--- src/rtl/wtsp_pkg.sv ---
// Shared types, constants and width helpers for the world-to-screen projection block.
package wtsp_pkg;

    localparam int LANE_W       = 16;
    localparam int ROW_W        = 64;
    localparam int SCREEN_W     = 32;
    localparam int SIZE_W       = 16;
    localparam int COORD_PORT_W = 24;
    localparam int COORD_MAX_W  = 32;
    localparam int CFG_IDX_W    = 3;
    localparam int FRAC_SHIFT   = 12;
    localparam int TRANS_SHIFT  = 20;
    localparam int CONST_SHIFT  = 8;
    localparam int PIX_SCALE_SH = 3;
    localparam int B_W          = SIZE_W + PIX_SCALE_SH;
    localparam int Q_W          = 22;
    localparam int PIX_W        = 20;
    localparam int QUEUE_DEPTH  = 4;

    localparam logic [Q_W-1:0] PIX_CAP     = 22'd1048576;
    localparam logic [Q_W-1:0] PIX_POS_MAX = 22'd524287;
    localparam logic [Q_W-1:0] PIX_NEG_MAG = 22'd524288;
    localparam logic [FRAC_SHIFT-1:0] ROUND_HALF = 12'd2048;
    localparam logic [10:0] NEAR_W_Q20 = 11'd1049;

    localparam logic [ROW_W-1:0]    RST_VIEW_X = 64'h0000_0000_0000_1000;
    localparam logic [ROW_W-1:0]    RST_VIEW_Y = 64'h0000_0000_1000_0000;
    localparam logic [ROW_W-1:0]    RST_VIEW_Z = 64'h0000_1000_0000_0000;
    localparam logic [ROW_W-1:0]    RST_PROJ_X = 64'h0000_0000_0000_1000;
    localparam logic [ROW_W-1:0]    RST_PROJ_Y = 64'h0000_0000_1000_0000;
    localparam logic [ROW_W-1:0]    RST_PROJ_W = 64'h1000_0000_0000_0000;
    localparam logic [SCREEN_W-1:0] RST_SCREEN = 32'h0438_0780;

    typedef enum logic [CFG_IDX_W-1:0] {
        CFG_VIEW_X = 3'd0,
        CFG_VIEW_Y = 3'd1,
        CFG_VIEW_Z = 3'd2,
        CFG_PROJ_X = 3'd3,
        CFG_PROJ_Y = 3'd4,
        CFG_PROJ_W = 3'd5,
        CFG_SCREEN = 3'd6
    } t_cfg_idx;

    typedef struct packed {
        logic [ROW_W-1:0] view_x;
        logic [ROW_W-1:0] view_y;
        logic [ROW_W-1:0] view_z;
        logic [ROW_W-1:0] proj_x;
        logic [ROW_W-1:0] proj_y;
        logic [ROW_W-1:0] proj_w;
    } t_xform_cfg;

    function automatic logic [LANE_W-1:0] lane16(input logic [ROW_W-1:0] row, input int k);
        return row[LANE_W*k +: LANE_W];
    endfunction

    function automatic int view_w(input int coord_w, input int coef_w);
        int prod_w;
        int trn_w;
        prod_w = coord_w + coef_w;
        trn_w  = LANE_W + TRANS_SHIFT;
        return ((prod_w > trn_w) ? prod_w : trn_w) + 3 - FRAC_SHIFT;
    endfunction

    function automatic int clip_w(input int coord_w, input int coef_w);
        return view_w(coord_w, coef_w) + coef_w + 3;
    endfunction

endpackage

--- src/rtl/wtsp_queue.sv ---
// Short request queue between the front end and the back end.
module wtsp_queue #(
    parameter int DATA_W = 64
) (
    input  logic              i_clk,
    input  logic              i_rst_n,
    input  logic              i_push,
    input  logic [DATA_W-1:0] i_data,
    output logic              o_full,
    output logic              o_valid,
    output logic [DATA_W-1:0] o_data
);
    import wtsp_pkg::*;

    localparam int PTR_W = $clog2(QUEUE_DEPTH);
    localparam int CNT_W = PTR_W + 1;

    logic [DATA_W-1:0] mem [QUEUE_DEPTH];
    logic [PTR_W-1:0]  r_wr_ptr;
    logic [PTR_W-1:0]  r_rd_ptr;
    logic [CNT_W-1:0]  r_count;
    logic              pop;

    // the back end never stalls: drain whenever something is held
    assign pop    = r_count != '0;
    assign o_full = r_count == CNT_W'(QUEUE_DEPTH);

    always_ff @(posedge i_clk) begin
        if (i_push) begin
            mem[r_wr_ptr] <= i_data;
        end
        if (pop) begin
            o_data <= mem[r_rd_ptr];
        end
    end

    always_ff @(posedge i_clk) begin
        if (!i_rst_n) begin
            r_wr_ptr <= '0;
            r_rd_ptr <= '0;
            r_count  <= '0;
            o_valid  <= 1'b0;
        end else begin
            o_valid <= pop;
            if (i_push) begin
                r_wr_ptr <= r_wr_ptr + PTR_W'(1);
            end
            if (pop) begin
                r_rd_ptr <= r_rd_ptr + PTR_W'(1);
            end
            r_count <= r_count + CNT_W'(i_push) - CNT_W'(pop);
        end
    end

endmodule

--- config.mk ---
export PLATFORM = sky130hd
export DESIGN_NAME = wtsp_queue
export DESIGN_NICKNAME = d
export VERILOG_FILES = /design/src/rtl/wtsp_pkg.sv /design/src/rtl/wtsp_queue.sv
export SDC_FILE = /design/constraint.sdc
export NUM_CORES = 1
export LEC_CHECK = 0
export ABC_CLOCK_PERIOD_IN_PS = 5550
export BUFFER_PORTS_ARGS = -buffer_cell sky130_fd_sc_hd__clkbuf_2
export CAP_MARGIN = 20
export CORE_AREA = 2 2 200 202
export DETAILED_ROUTE_END_ITERATION = 12
export DIE_AREA = 0 0 202 204
export GPL_TIMING_DRIVEN = 0
export PLACE_DENSITY = 0.55
export SETUP_SLACK_MARGIN = 0.2
export SLEW_MARGIN = 20
export SYNTH_ARGS = -nofsm -noshare
export SYNTH_HDL_FRONTEND = slang
export SYNTH_SLANG_ARGS = --single-unit
--- constraint.sdc ---
create_clock -name i_clk -period 5.55 [get_ports i_clk]
set_input_delay 0.2775 -clock i_clk [delete_from_list [all_inputs] [get_ports i_clk]]
set_output_delay 0.2775 -clock i_clk [all_outputs]
set_load 0.01 [all_outputs]
# Word-level counts from Yosys, hierarchy flattened
# Memories as Yosys holds them, arrays and structs flattened. A register that Yosys moved wholly into a read port is not among the register bits.
# Cells that the tools add are included.
[totals] mem_count=1 wordCells=13 ff_bits=8 mem_bits_rw=256
[memory_table] name="mem" depth=4 word_bits=64 read_ports=1 rd_ports_with_merged_regs=1 write_ports=1 line="wtsp_queue.sv:18" source="logic [DATA_W-1:0] mem [QUEUE_DEPTH];"
[classes] eq_ne=1 addsub=4 mux=2 reduce_logical=1
[ops] op="$add A2 B1 Y2 const B" n=2
[ops] op="$add A3 B1 Y3" n=1
[ops] op="$eq A3 B3 Y1 const B" n=1
[ops] op="$reduce_bool A3 Y1" n=1
[ops] op="$sub A3 B1 Y3" n=1
[ops] op="$mux W1" n=2

# Depth between registers and ports, before layout
# Gate-level depths: netlist of the first run.
[depth] ltp_word=2 ltp_mapped=7

# Worst setup path after synthesis of the first run
# No wires, ideal clock.
[synth_path] kind="flip-flop to flip-flop" start="register r_count[2]" end="register r_count[1]" slack_ns=2.380 setup_ns=0.115 arrival_time_ns=3.055 stages_incl_launch_ff=7 period_less_slack_ns=3.170 cell_sequence="dfxtp_1 > or3_1 > ha_1 > inv_1 > ha_1 > fa_1 > and2_1"
[synth_via] elab_chain_cells=2
[synth_lines] item="start: declaration" line="wtsp_queue.sv:21" source="logic [CNT_W-1:0] r_count;"
[synth_lines] item="start signal: assignment" line="wtsp_queue.sv:51" source="r_count <= r_count + CNT_W'(i_push) - CNT_W'(pop);"
[synth_lines] item="$reduce_bool A3 Y1" line="wtsp_queue.sv:25" source="assign pop = r_count != '0;"
[synth_lines] item="named net pop" line="wtsp_queue.sv:22" source="logic pop;"
[synth_lines] item="$sub A3 B1 Y3" line="wtsp_queue.sv:51"
# The timed path passes the listed nets, and every way through them passes these cells.
# A chain may end at the register's enable or synchronous reset.

# Worst setup path after layout of the first run
[layout_path] start="register r_count[1]" end="register r_count[2]"
# The elaborated chain is that of the path after synthesis.

==> run_summary.xml, run 1 <==
<?xml version="1.0" encoding="UTF-8"?>
<metrics>
  <group name="finish">
    <metric name="layout.cell_area.non_filler" unit="sq mm">0.01486</metric>
    <metric name="antenna_cells_inserted" unit="">0</metric>
    <metric name="drive_above_1_share" unit="%">38.55</metric>
    <metric name="final_core_util" unit="%">37.92</metric>
    <metric name="fillerInstances" unit="">3557</metric>
    <metric name="nNetsFinal" unit="">755</metric>
    <metric name="synthToLayoutAreaGrowth" unit="%">28.20</metric>
    <metric name="layoutNonFillerInstCount" unit="">1228</metric>
  </group>
  <group name="synthesis">
    <metric name="mappedNetlistNets" unit="">514</metric>
    <metric name="synth-async-reset-ratio" unit="%">0</metric>
    <metric name="netlist_top_cells_area" unit="">edfxtp_1, mux4_2, dfxtp_1, ha_1, and2_1</metric>
    <metric name="synth-edff-count" unit="">320</metric>
    <metric name="post_synth_num_cell_types" unit="">22</metric>
    <metric name="synth_warnings" unit="">0</metric>
    <metric name="synth_top_flop_cell" unit="">edfxtp_1</metric>
    <metric name="syn-cell-area" unit="sq mm">0.01159</metric>
    <metric name="most_repeated_cell_in_the_gate_level_netlist_after_synthesis" unit="">edfxtp_1</metric>
    <metric name="synth_area_per_cell" unit="sq um">26.34</metric>
    <metric name="netlist_top_cells_count" unit="">edfxtp_1, mux4_2, and2_1, dfxtp_1</metric>
    <metric name="synth_top_area_cell" unit="">edfxtp_1</metric>
    <metric name="synth.ff_latch_count" unit="">328</metric>
    <metric name="synth-seq-area-share" unit="%">84.28</metric>
    <metric name="synthesis.instances" unit="">440</metric>
    <metric name="yosys.area.top_type_share" unit="%">82.90</metric>
  </group>
  <group name="route">
    <metric name="drc" unit="">0</metric>
    <metric name="vias_per_cell" unit="">4.244</metric>
    <metric name="drt-wirelength-per-cell" unit="um">18.49</metric>
    <metric name="detail-route-antenna-nets" unit="">0</metric>
    <metric name="num_vias" unit="">5212</metric>
    <metric name="wl" unit="um">22700</metric>
    <metric name="dr.first_iter.drc_count" unit="">248</metric>
    <metric name="firstDrtPassIters" unit="">4</metric>
  </group>
  <group name="clocking">
    <metric name="holdBufCountCts" unit="">64</metric>
    <metric name="clkTransAtPathRegs" unit="ns">0.06</metric>
    <metric name="clock_latency" unit="ns">0.53</metric>
    <metric name="post-cts-setup-buffer-count" unit="">0</metric>
    <metric name="tritoncts" unit="">yes</metric>
    <metric name="numClockSinks" unit="">328</metric>
    <metric name="cts.repair.resized" unit="">0</metric>
    <metric name="cts-root-to-sink-buffers" unit="">3</metric>
    <metric name="num_cts_buffers" unit="">37</metric>
    <metric name="cts_h_tree_depth" unit="">2</metric>
    <metric name="cts-root-buf" unit="">clkbuf_16</metric>
  </group>
  <group name="setup_path">
    <metric name="worst_r2r_startpoint" unit="">r_count[1]</metric>
    <metric name="crit_fanout" unit="">27</metric>
    <metric name="reg2reg_to" unit="">r_count[2]</metric>
    <metric name="worst-setup-path-type" unit="">reg2reg</metric>
    <metric name="critPathArrivalTime" unit="ns">2.90</metric>
    <metric name="critical_path.endpoint" unit="">r_count[2]</metric>
    <metric name="worst-r2r-setup-slack" unit="ns">3.08</metric>
    <metric name="timing.critical_path.from_type" unit="">flop</metric>
    <metric name="reg2reg_depth" unit="">8</metric>
    <metric name="kind_of_end_point_of_the_critical_path" unit="">flop</metric>
    <metric name="timing.critical_path.required" unit="ns">5.97</metric>
    <metric name="worst_setup_path_startpoint" unit="">r_count[1]</metric>
  </group>
  <group name="place">
    <metric name="gp_routability_congestion" unit="">0.6289</metric>
    <metric name="post-place-ws" unit="ns">3.059</metric>
    <metric name="post-dp-hpwl" unit="um">13020</metric>
    <metric name="port_buffers" unit="">132</metric>
    <metric name="place_area" unit="sq mm">0.01307</metric>
    <metric name="place.detailed.instances" unit="">1103</metric>
  </group>
  <group name="sta">
    <metric name="final_hold_viol_count" unit="">0</metric>
    <metric name="finalSetupViolations" unit="">0</metric>
    <metric name="maxSlewViolCount" unit="">0</metric>
    <metric name="final.min_clock_period" unit="ns">2.472</metric>
    <metric name="worst_slew_pin_slew" unit="ns">0.7750</metric>
    <metric name="max_slew_headroom" unit="%">48.33</metric>
    <metric name="worst_clock_skew" unit="ns">0.01524</metric>
    <metric name="rsz_0062_raised_after_global_routing" unit="">false</metric>
    <metric name="final_critical_path_setup_slack" unit="ns">3.078</metric>
    <metric name="max_clock_freq" unit="GHz">0.4045</metric>
    <metric name="final.setup.tns" unit="ns">0</metric>
    <metric name="worst_hold_slack" unit="ns">0.09583</metric>
    <metric name="timing.final.crit_share" unit="%">44.54</metric>
  </group>
  <group name="run">
    <metric name="drv_cap" unit="">0</metric>
  </group>
  <group name="outcome">
    <metric name="run_status" unit="">complete, no violations</metric>
  </group>
  <group name="power_and_ir_drop">
    <metric name="design_power_total" unit="mW">7.219</metric>
    <metric name="irDropWorstVdd" unit="mV">0.2634</metric>
    <metric name="cellPowerDensity" unit="mW/mm^2">485.8</metric>
    <metric name="power.leakage" unit="nW">5.055</metric>
  </group>
  <group name="grt">
    <metric name="grt_pass1_vias" unit="">5606</metric>
    <metric name="grt_max_degree" unit="">38</metric>
    <metric name="grt_antenna_before_repair" unit="">1</metric>
    <metric name="grt_pass1_wl" unit="um">33550</metric>
    <metric name="globalRoute.totalOverflow" unit="">0</metric>
    <metric name="grt.total_usage" unit="%">11.14</metric>
  </group>
  <group name="die">
    <metric name="design.core.area" unit="sq mm">0.03918</metric>
    <metric name="initial_core_util" unit="%">29.58</metric>
    <metric name="row_count" unit="">73</metric>
    <metric name="io-pin-count" unit="">133</metric>
    <metric name="die-area" unit="sq mm">0.04121</metric>
    <metric name="horiz_die_dim" unit="um">202</metric>
    <metric name="fp.dieH" unit="um">204</metric>
  </group>
  <group name="hold_path">
    <metric name="hold_path.class" unit="">in2reg</metric>
  </group>
</metrics>
==> registers in the layout, summed over array words and instances (netlist names) <==
name      cells
mem         256
o_data       64
o_valid       1
r_count       3
r_rd_ptr      2
r_wr_ptr      2
==> layout make-up <==
| class | instances | area (sq um) | area share [%] |
|---|---|---|---|
| Sequential cell | 328 | 9769 | 65.75 |
| Clock buffer | 45 | 998.5 | 6.719 |
| Inverter | 6 | 22.52 | 0.1516 |
| Timing Repair Buffer | 202 | 1451 | 9.768 |
| Buffer | 14 | 103.9 | 0.6989 |
| Multi-Input combinational cell | 92 | 1710 | 11.51 |
| Tap cell | 525 | 656.9 | 4.421 |
| Clock inverter | 16 | 146.4 | 0.9852 |
==> worst min-delay path by stage <==
stage	start	depth (start not counted)	slack, ns	end
after CTS	i_rst_n	2	0.06	r_count[1]
after global routing	i_rst_n	2	0.09	r_count[1]
after floorplan	i_data[0]	0	0.38	mem[0][0]
after detailed placement	i_data[5]	1	0.50	mem[2][5]
after global placement	i_data[11]	1	0.49	mem[2][11]
final	i_rst_n	2	0.1	r_count[1]
==> layout by cell type (no fill, tap or decap), types with 3 or more instances in the layout <==
cell             n
clkbuf_16       39
and2_4           4
inv_1            6
buf_2            5
clkinvlp_4       5
mux4_2          64
buf_16           4
clkbuf_1         8
edfxtp_1       320
ha_1             6
and2_1           5
dfxtp_1          8
buf_6            5
clkinv_2         4
dlygate4sd3_1   64
clkinv_1         3
clkbuf_2       132
==> cell families (layout without fill, tap and decap cells) <==
kind of cell             after synthesis  in the layout  share of synthesized area, %
flip-flops                           328            328                         84.28
XOR/XNOR                               2              2                        0.2699
buffers and inverters                 20            283                         1.090
multiplexers                          66             66                         12.61
adder cells (fa/ha/maj)                7              7                        0.8204
AO/OA/AOI/OAI                          1              1                       0.07558
AND/OR/NAND/NOR                       16             16                        0.8529
==> per-layer routing <==
metal  wire length [um]  track usage (%)  vias up
li1                   -                -     2353
met1              10090            14.10     2691
met2              10770            18.18      121
met3               1210            3.412       45
met4                607            3.939        2
met5                 16                0        -
==> power by group <==
part / internal (mW) / total (mW) / switching, mW
logic: 0.726 / 1.54 / 0.817
clock network: 1.37 / 2.32 / 0.948
registers: 3.23 / 3.36 / 0.128
==> critical path: stages (launching register included) <==
cell and delay (ns):
dfxtp_1 0.35, or3_4 0.55, buf_12 0.24, ha_1 0.28, inv_1 0.04, ha_1 0.19, fa_1 0.37, xnor3_1 0.18
and2_1 0.16
No activity file was read; power rests on OpenSTA's default activity.
==> inputs of run 2 (changes only) <==
ABC_CLOCK_PERIOD_IN_PS = 2600   (was 5550)
clock period = 2.6 ns   (was 5.55 ns; I/O delays follow)
==> run 2 against run 1 <==
Compared with the run above: clock power up 110%; routed wire length up 1.5%; final area rose by 0.21%; sequential power is 110% higher; die area stayed put; critical path type unchanged; final cell count up 0.65%; total power increased by 110%; hold slack improved by 0.26 ns; critical path depth stayed put; first-iteration DRC count up 9.7%; non-clock buffer count grew 4.
==> run_summary.xml, run 2 (synthesized netlist as in run 1, its figures left out) <==
<?xml version="1.0" encoding="UTF-8"?>
<metrics>
  <group name="outcome">
    <metric name="run_status" unit="">complete, no violations</metric>
  </group>
  <group name="setup_path">
    <metric name="reg2reg_depth" unit="">8</metric>
    <metric name="timing.critical_path.slowest_cell_delay" unit="ns">0.41</metric>
    <metric name="critPathSlowestCell" unit="">or3_4</metric>
    <metric name="timing.critical_path.from_type" unit="">flop</metric>
    <metric name="worstPathCellList" unit="">or3_4, buf_12, ha_1, inv_1, ha_1, fa_1, xnor3_1, and2_1</metric>
    <metric name="reg2reg_to" unit="">r_count[2]</metric>
    <metric name="worst-r2r-setup-slack" unit="ns">0.31</metric>
    <metric name="critical_path.most_common_cell" unit="">ha_1</metric>
    <metric name="critPathArrivalTime" unit="ns">2.71</metric>
    <metric name="crit_fanout" unit="">26</metric>
    <metric name="timing.critical_path.required" unit="ns">3.02</metric>
    <metric name="worst-setup-path-type" unit="">reg2reg</metric>
    <metric name="worst_r2r_startpoint" unit="">r_count[0]</metric>
    <metric name="kind_of_end_point_of_the_critical_path" unit="">flop</metric>
  </group>
  <group name="finish">
    <metric name="synthToLayoutAreaGrowth" unit="%">28.46</metric>
    <metric name="mostFrequentLayoutCells" unit="">edfxtp_1, clkbuf_2, dlygate4sd3_1</metric>
    <metric name="antenna_cells_inserted" unit="">0</metric>
    <metric name="layout.cells.most_common" unit="">edfxtp_1</metric>
    <metric name="largest_register_ff_count" unit="">256</metric>
    <metric name="largest-register" unit="">mem</metric>
    <metric name="drive_above_1_share" unit="%">38.54</metric>
    <metric name="registers_with_the_most_flip_flops" unit="">mem: 256 flops, o_data: 64 flops, r_count: 3 flops</metric>
    <metric name="nNetsFinal" unit="">759</metric>
    <metric name="layoutNonFillerInstCount" unit="">1236</metric>
    <metric name="fillerInstances" unit="">3571</metric>
  </group>
  <group name="route">
    <metric name="drc" unit="">0</metric>
    <metric name="wl" unit="um">23040</metric>
    <metric name="detail-route-antenna-nets" unit="">0</metric>
    <metric name="firstDrtPassIters" unit="">4</metric>
    <metric name="dr.first_iter.drc_count" unit="">272</metric>
    <metric name="vias_per_cell" unit="">4.337</metric>
    <metric name="drt-wirelength-per-cell" unit="um">18.64</metric>
    <metric name="num_vias" unit="">5360</metric>
  </group>
  <group name="clocking">
    <metric name="clkTransAtPathRegs" unit="ns">0.05</metric>
    <metric name="clock_latency" unit="ns">0.53</metric>
    <metric name="cts-root-to-sink-buffers" unit="">3</metric>
    <metric name="numClockSinks" unit="">328</metric>
    <metric name="cts-root-buf" unit="">clkbuf_16</metric>
    <metric name="num_cts_buffers" unit="">37</metric>
    <metric name="cts_h_tree_depth" unit="">2</metric>
    <metric name="tritoncts" unit="">yes</metric>
    <metric name="cts.repair.resized" unit="">0</metric>
  </group>
  <group name="place">
    <metric name="gp_routability_congestion" unit="">0.6855</metric>
    <metric name="post-dp-hpwl" unit="um">13700</metric>
    <metric name="post-place-ws" unit="ns">0.06280</metric>
    <metric name="port_buffers" unit="">132</metric>
    <metric name="place.detailed.instances" unit="">1104</metric>
  </group>
  <group name="die">
    <metric name="io-pin-count" unit="">133</metric>
    <metric name="design.core.area" unit="sq mm">0.03918</metric>
    <metric name="initial_core_util" unit="%">29.58</metric>
    <metric name="die-area" unit="sq mm">0.04121</metric>
    <metric name="row_count" unit="">73</metric>
    <metric name="fp.dieH" unit="um">204</metric>
    <metric name="horiz_die_dim" unit="um">202</metric>
  </group>
  <group name="power_and_ir_drop">
    <metric name="irDropWorstVdd" unit="mV">0.5380</metric>
    <metric name="cellPowerDensity" unit="mW/mm^2">1029</metric>
    <metric name="power.leakage" unit="nW">5.071</metric>
    <metric name="design_power_total" unit="mW">15.33</metric>
  </group>
  <group name="sta">
    <metric name="worst_clock_skew" unit="ns">0.01494</metric>
    <metric name="maxSlewViolCount" unit="">0</metric>
    <metric name="finalSetupViolations" unit="">0</metric>
    <metric name="final_critical_path_setup_slack" unit="ns">0.3131</metric>
    <metric name="max_slew_headroom" unit="%">52.76</metric>
    <metric name="final.min_clock_period" unit="ns">2.287</metric>
    <metric name="timing.final.crit_share" unit="%">87.96</metric>
    <metric name="max_clock_freq" unit="GHz">0.4373</metric>
    <metric name="final.setup.tns" unit="ns">0</metric>
    <metric name="final_hold_viol_count" unit="">0</metric>
    <metric name="worst_slew_pin_slew" unit="ns">0.7087</metric>
    <metric name="rsz_0062_raised_after_global_routing" unit="">false</metric>
  </group>
  <group name="hold_path">
    <metric name="hold_path.class" unit="">in2reg</metric>
    <metric name="hold_path_startpoint" unit="">i_data[55]</metric>
    <metric name="hold_end" unit="">mem[3][55]</metric>
    <metric name="worst_hold_path.num_cells" unit="">2</metric>
  </group>
  <group name="grt">
    <metric name="grt.total_usage" unit="%">11.44</metric>
    <metric name="grt_antenna_before_repair" unit="">2</metric>
    <metric name="grt_pass1_vias" unit="">5945</metric>
    <metric name="globalRoute.totalOverflow" unit="">0</metric>
    <metric name="grt_pass1_wl" unit="um">34910</metric>
    <metric name="grt_max_degree" unit="">41</metric>
  </group>
  <group name="run">
    <metric name="drv_cap" unit="">0</metric>
  </group>
</metrics>
==> run 2: cell types whose count changed in the layout (fill, tap and decap cells not counted), sizes merged <==
cell,change
inv,+1
clkinv,+2
buf,+2
clkbuf,+2
bufinv,-1
dlygate4sd3,+2
==> run 2: worst max-delay path by stage <==
| stage | from | endpoint | depth (start not counted) |
|---|---|---|---|
| 5_1_grt | r_count[1] | r_count[2] | 8 |
| 3_3_place_gp | r_count[1] | r_count[2] | 7 |
| 4_1_cts | r_count[0] | r_count[2] | 8 |
| 6_report | r_count[0] | r_count[2] | 8 |
| 2_1_floorplan | r_count[1] | r_count[2] | 7 |
| 3_5_place_dp | r_count[1] | r_count[2] | 8 |
==> run 2: report_power, final <==
part | switching (mW) | internal (mW) | leakage [nW] | total [mW]
Clock | 1.98 | 2.84 | 0.544 | 4.82
Combinational | 1.77 | 1.57 | 1.48 | 3.34
Sequential | 0.265 | 6.89 | 3.05 | 7.16
==> run 2: layout make-up <==
| type | instances | area, sq um | area share (%) |
|---|---|---|---|
| Buffer | 14 | 103.9 | 0.6974 |
| Clock buffer | 47 | 1006 | 6.756 |
| Clock inverter | 18 | 130.1 | 0.8739 |
| Inverter | 6 | 22.52 | 0.1512 |
| Multi-Input combinational cell | 92 | 1710 | 11.49 |
| Sequential cell | 328 | 9769 | 65.61 |
| Tap cell | 525 | 656.9 | 4.411 |
| Timing Repair Buffer | 206 | 1491 | 10.02 |
==> run 2: stage by stage <==
stage / hold slack [ns] / util (%) / instance area [sq um]
floorplan: 0.2289 / - / 11600
global placement: 0.3435 / 32.97 / 12920
detailed placement: 0.3518 / 33.40 / 13090
CTS: 0.3137 / 38.00 / 14890
global route: 0.3381 / 38.00 / 14890
finish: 0.3568 / 38.00 / 14890
==> run 2: timing repair <==
item	4_1_cts	5_1_grt
endpoints found under the setup margin	2	0
hold endpoints to repair	264	0
buffers inserted	1	0
hold buffers	66	0
==> run 2: metal layers <==
metal,part of all wire (%),vias up,global-route usage (%)
met3,5.7,45,3.715
met1,42,2807,13.86
met4,2.4,4,3.808
met2,50,143,19.33
li1,-,2361,-
met5,0.11,-,0
==> run 2: critical path, delay by kind of cell, from the launching register on <==
kind	cells	cell delay, ns
buf+inv	2	0.23
fa+ha+maj	3	0.86
simple gates	2	0.57
flops	1	0.33
xor+xnor	1	0.18
==> inputs of run 3 (changes only) <==
CORE_AREA = 5 5 203 205   (was 2 2 200 202)
DIE_AREA = 0 0 208 210   (was 0 0 202 204)
==> run 3 against run 2 <==
Compared with the run above: first-iteration DRC count decreased by 9.6%; final cell count about the same; clock skew increased by 0.010 ns; combinational power decreased by 1%; die area increased by 6.0%; sequential power about the same; critical path type unchanged; utilization about the same.
==> run_summary.xml, run 3 (synthesized netlist as in run 1, its figures left out) <==
<?xml version="1.0" encoding="UTF-8"?>
<metrics>
  <group name="die">
    <metric name="row_count" unit="">73</metric>
    <metric name="design.core.area" unit="sq mm">0.03928</metric>
    <metric name="horiz_die_dim" unit="um">208</metric>
    <metric name="fp.dieH" unit="um">210</metric>
    <metric name="die-area" unit="sq mm">0.04368</metric>
    <metric name="io-pin-count" unit="">133</metric>
    <metric name="initial_core_util" unit="%">29.51</metric>
  </group>
  <group name="clocking">
    <metric name="cts.repair.resized" unit="">0</metric>
    <metric name="clkTransAtPathRegs" unit="ns">0.06</metric>
    <metric name="cts-root-to-sink-buffers" unit="">3</metric>
    <metric name="num_cts_buffers" unit="">38</metric>
    <metric name="tritoncts" unit="">yes</metric>
    <metric name="cts-root-buf" unit="">clkbuf_16</metric>
    <metric name="numClockSinks" unit="">328</metric>
    <metric name="cts_h_tree_depth" unit="">2</metric>
    <metric name="post-cts-setup-buffer-count" unit="">0</metric>
    <metric name="clock_latency" unit="ns">0.53</metric>
  </group>
  <group name="sta">
    <metric name="maxSlewViolCount" unit="">0</metric>
    <metric name="final.min_clock_period" unit="ns">2.278</metric>
    <metric name="worst_slew_pin_slew" unit="ns">0.7621</metric>
    <metric name="worst_clock_skew" unit="ns">0.02509</metric>
    <metric name="max_clock_freq" unit="GHz">0.4390</metric>
    <metric name="timing.final.crit_share" unit="%">87.62</metric>
    <metric name="final.setup.tns" unit="ns">0</metric>
    <metric name="rsz_0062_raised_after_global_routing" unit="">false</metric>
    <metric name="finalSetupViolations" unit="">0</metric>
    <metric name="final_hold_viol_count" unit="">0</metric>
    <metric name="max_slew_headroom" unit="%">49.19</metric>
    <metric name="worst_hold_slack" unit="ns">0.3529</metric>
  </group>
  <group name="finish">
    <metric name="synthToLayoutAreaGrowth" unit="%">28.88</metric>
    <metric name="registers_with_the_most_flip_flops" unit="">mem: 256 flops, o_data: 64 flops, r_count: 3 flops</metric>
    <metric name="drive_above_1_share" unit="%">38.22</metric>
    <metric name="mostFrequentLayoutCells" unit="">edfxtp_1, clkbuf_2, dlygate4sd3_1</metric>
    <metric name="nNetsFinal" unit="">758</metric>
    <metric name="layout.cells.most_common" unit="">edfxtp_1</metric>
    <metric name="largest_register_ff_count" unit="">256</metric>
    <metric name="largest-register" unit="">mem</metric>
  </group>
  <group name="outcome">
    <metric name="run_status" unit="">complete, no violations</metric>
  </group>
  <group name="setup_path">
    <metric name="critical_path.n_buffers_inverters" unit="">1</metric>
    <metric name="critPathArrivalTime" unit="ns">2.70</metric>
    <metric name="critPathSlowestCell" unit="">or3_4</metric>
    <metric name="kind_of_end_point_of_the_critical_path" unit="">flop</metric>
    <metric name="critical_path.most_common_cell" unit="">ha_1</metric>
    <metric name="timing.critical_path.required" unit="ns">3.02</metric>
    <metric name="timing.critical_path.slowest_cell_delay" unit="ns">0.54</metric>
    <metric name="crit_fanout" unit="">15</metric>
    <metric name="worstPathCellList" unit="">or3_4, ha_1, inv_1, ha_1, fa_1, xnor3_1, and2_1</metric>
    <metric name="worst-setup-path-type" unit="">reg2reg</metric>
    <metric name="path_delay_family" unit="">adder cells</metric>
    <metric name="timing.critical_path.from_type" unit="">flop</metric>
  </group>
  <group name="power_and_ir_drop">
    <metric name="internal_power" unit="mW">11.60</metric>
    <metric name="cellPowerDensity" unit="mW/mm^2">1046</metric>
    <metric name="clock_network_fraction_of_total_power" unit="%">33.0</metric>
    <metric name="comb_power_share" unit="%">21.0</metric>
    <metric name="power.leakage" unit="nW">5.100</metric>
    <metric name="switching_share" unit="%">25.75</metric>
    <metric name="share_seq_of_total_power" unit="%">46.0</metric>
    <metric name="net-switching-power" unit="mW">4.022</metric>
    <metric name="irDropWorstVdd" unit="mV">0.7076</metric>
  </group>
  <group name="route">
    <metric name="wl" unit="um">23270</metric>
    <metric name="drt-wirelength-per-cell" unit="um">18.81</metric>
    <metric name="dr.first_iter.drc_count" unit="">246</metric>
    <metric name="firstDrtPassIters" unit="">4</metric>
    <metric name="vias_per_cell" unit="">4.228</metric>
    <metric name="detail-route-antenna-nets" unit="">0</metric>
    <metric name="num_vias" unit="">5230</metric>
    <metric name="drc" unit="">0</metric>
  </group>
  <group name="grt">
    <metric name="grt_max_degree" unit="">39</metric>
    <metric name="globalRoute.totalOverflow" unit="">0</metric>
    <metric name="grt_pass1_vias" unit="">5790</metric>
    <metric name="grt_antenna_before_repair" unit="">3</metric>
    <metric name="grt_pass1_wl" unit="um">35610</metric>
    <metric name="grt.total_usage" unit="%">10.82</metric>
  </group>
  <group name="place">
    <metric name="gp_routability_congestion" unit="">0.6560</metric>
    <metric name="port_buffers" unit="">132</metric>
    <metric name="post-dp-hpwl" unit="um">13510</metric>
  </group>
  <group name="hold_path">
    <metric name="hold_path.class" unit="">in2reg</metric>
  </group>
  <group name="run">
    <metric name="drv_cap" unit="">0</metric>
  </group>
</metrics>
==> run 3: path summary, 6_finish.rpt <==
kind | from | end | slack (ns) | cells after the start
worst min-delay path | i_data[5] | mem[2][5] | 0.35 | 2
worst max register to register | r_count[1] | r_count[2] | 0.32 | 7
worst min register to register | r_wr_ptr[1] | r_wr_ptr[1] | 0.56 | 2
worst max-delay path | r_count[1] | r_count[2] | 0.32 | 7
==> run 3: final cells by class <==
type	count	area [sq um]
fill	3614	24340
sequential	328	9769
multi-input combinational	93	1718
timing repair buffer	203	1451
clock buffer	50	1027
tap	525	656.9
clock inverter	15	181.4
buffer	14	103.9
inverter	6	22.52
antenna	3	7.507
==> run 3: power by group through the flow <==
| stage | Combinational [mW] | Sequential [mW] | Clock, mW |
|---|---|---|---|
| 6_report | 3.29 | 7.18 | 5.15 |
| 5_1_grt | 3.62 | 7.27 | 5.60 |
| 4_1_cts | 3.45 | 7.20 | 5.37 |
| 3_5_place_dp | 3.35 | 7.29 | 0 |
| 3_3_place_gp | 3.24 | 7.32 | 0 |
| 2_1_floorplan | 1.71 | 7.50 | 0 |
==> run 3: metal layers <==
metal	GRT usage, %	wire, um	vias to the layer above
li1	-	-	2370
met1	13.64	9902	2693
met2	17.92	11380	126
met3	3.855	1456	41
met4	2.990	533	0
met5	0	0	-
==> run 3: repair_timing <==
action,in CTS,in global routing
endpoints found under the hold margin,264,0
hold buffers,66,0
endpoints found under the setup margin,1,0
==> run 3: worst register-to-register path, stage by stage (launching register included) <==
cell and delay (ns):
dfxtp_1 0.37, or3_4 0.54, ha_1 0.34, inv_1 0.04, ha_1 0.19, fa_1 0.37, xnor3_1 0.17, and2_1 0.16
==> run 3: stage by stage <==
stage	area, sq um	util [%]	power (mW)	setup WS, ns	cells
CTS	14930	38.02	16.03	0.2904	1234
floorplan	11600	-	9.206	0.2478	440
finish	14940	38.03	15.62	0.3219	1237
detailed placement	13050	33.24	10.64	0.2077	1102
global placement	12920	32.89	10.56	-0.1092	1097
global route	14940	38.03	16.49	0.2125	1236
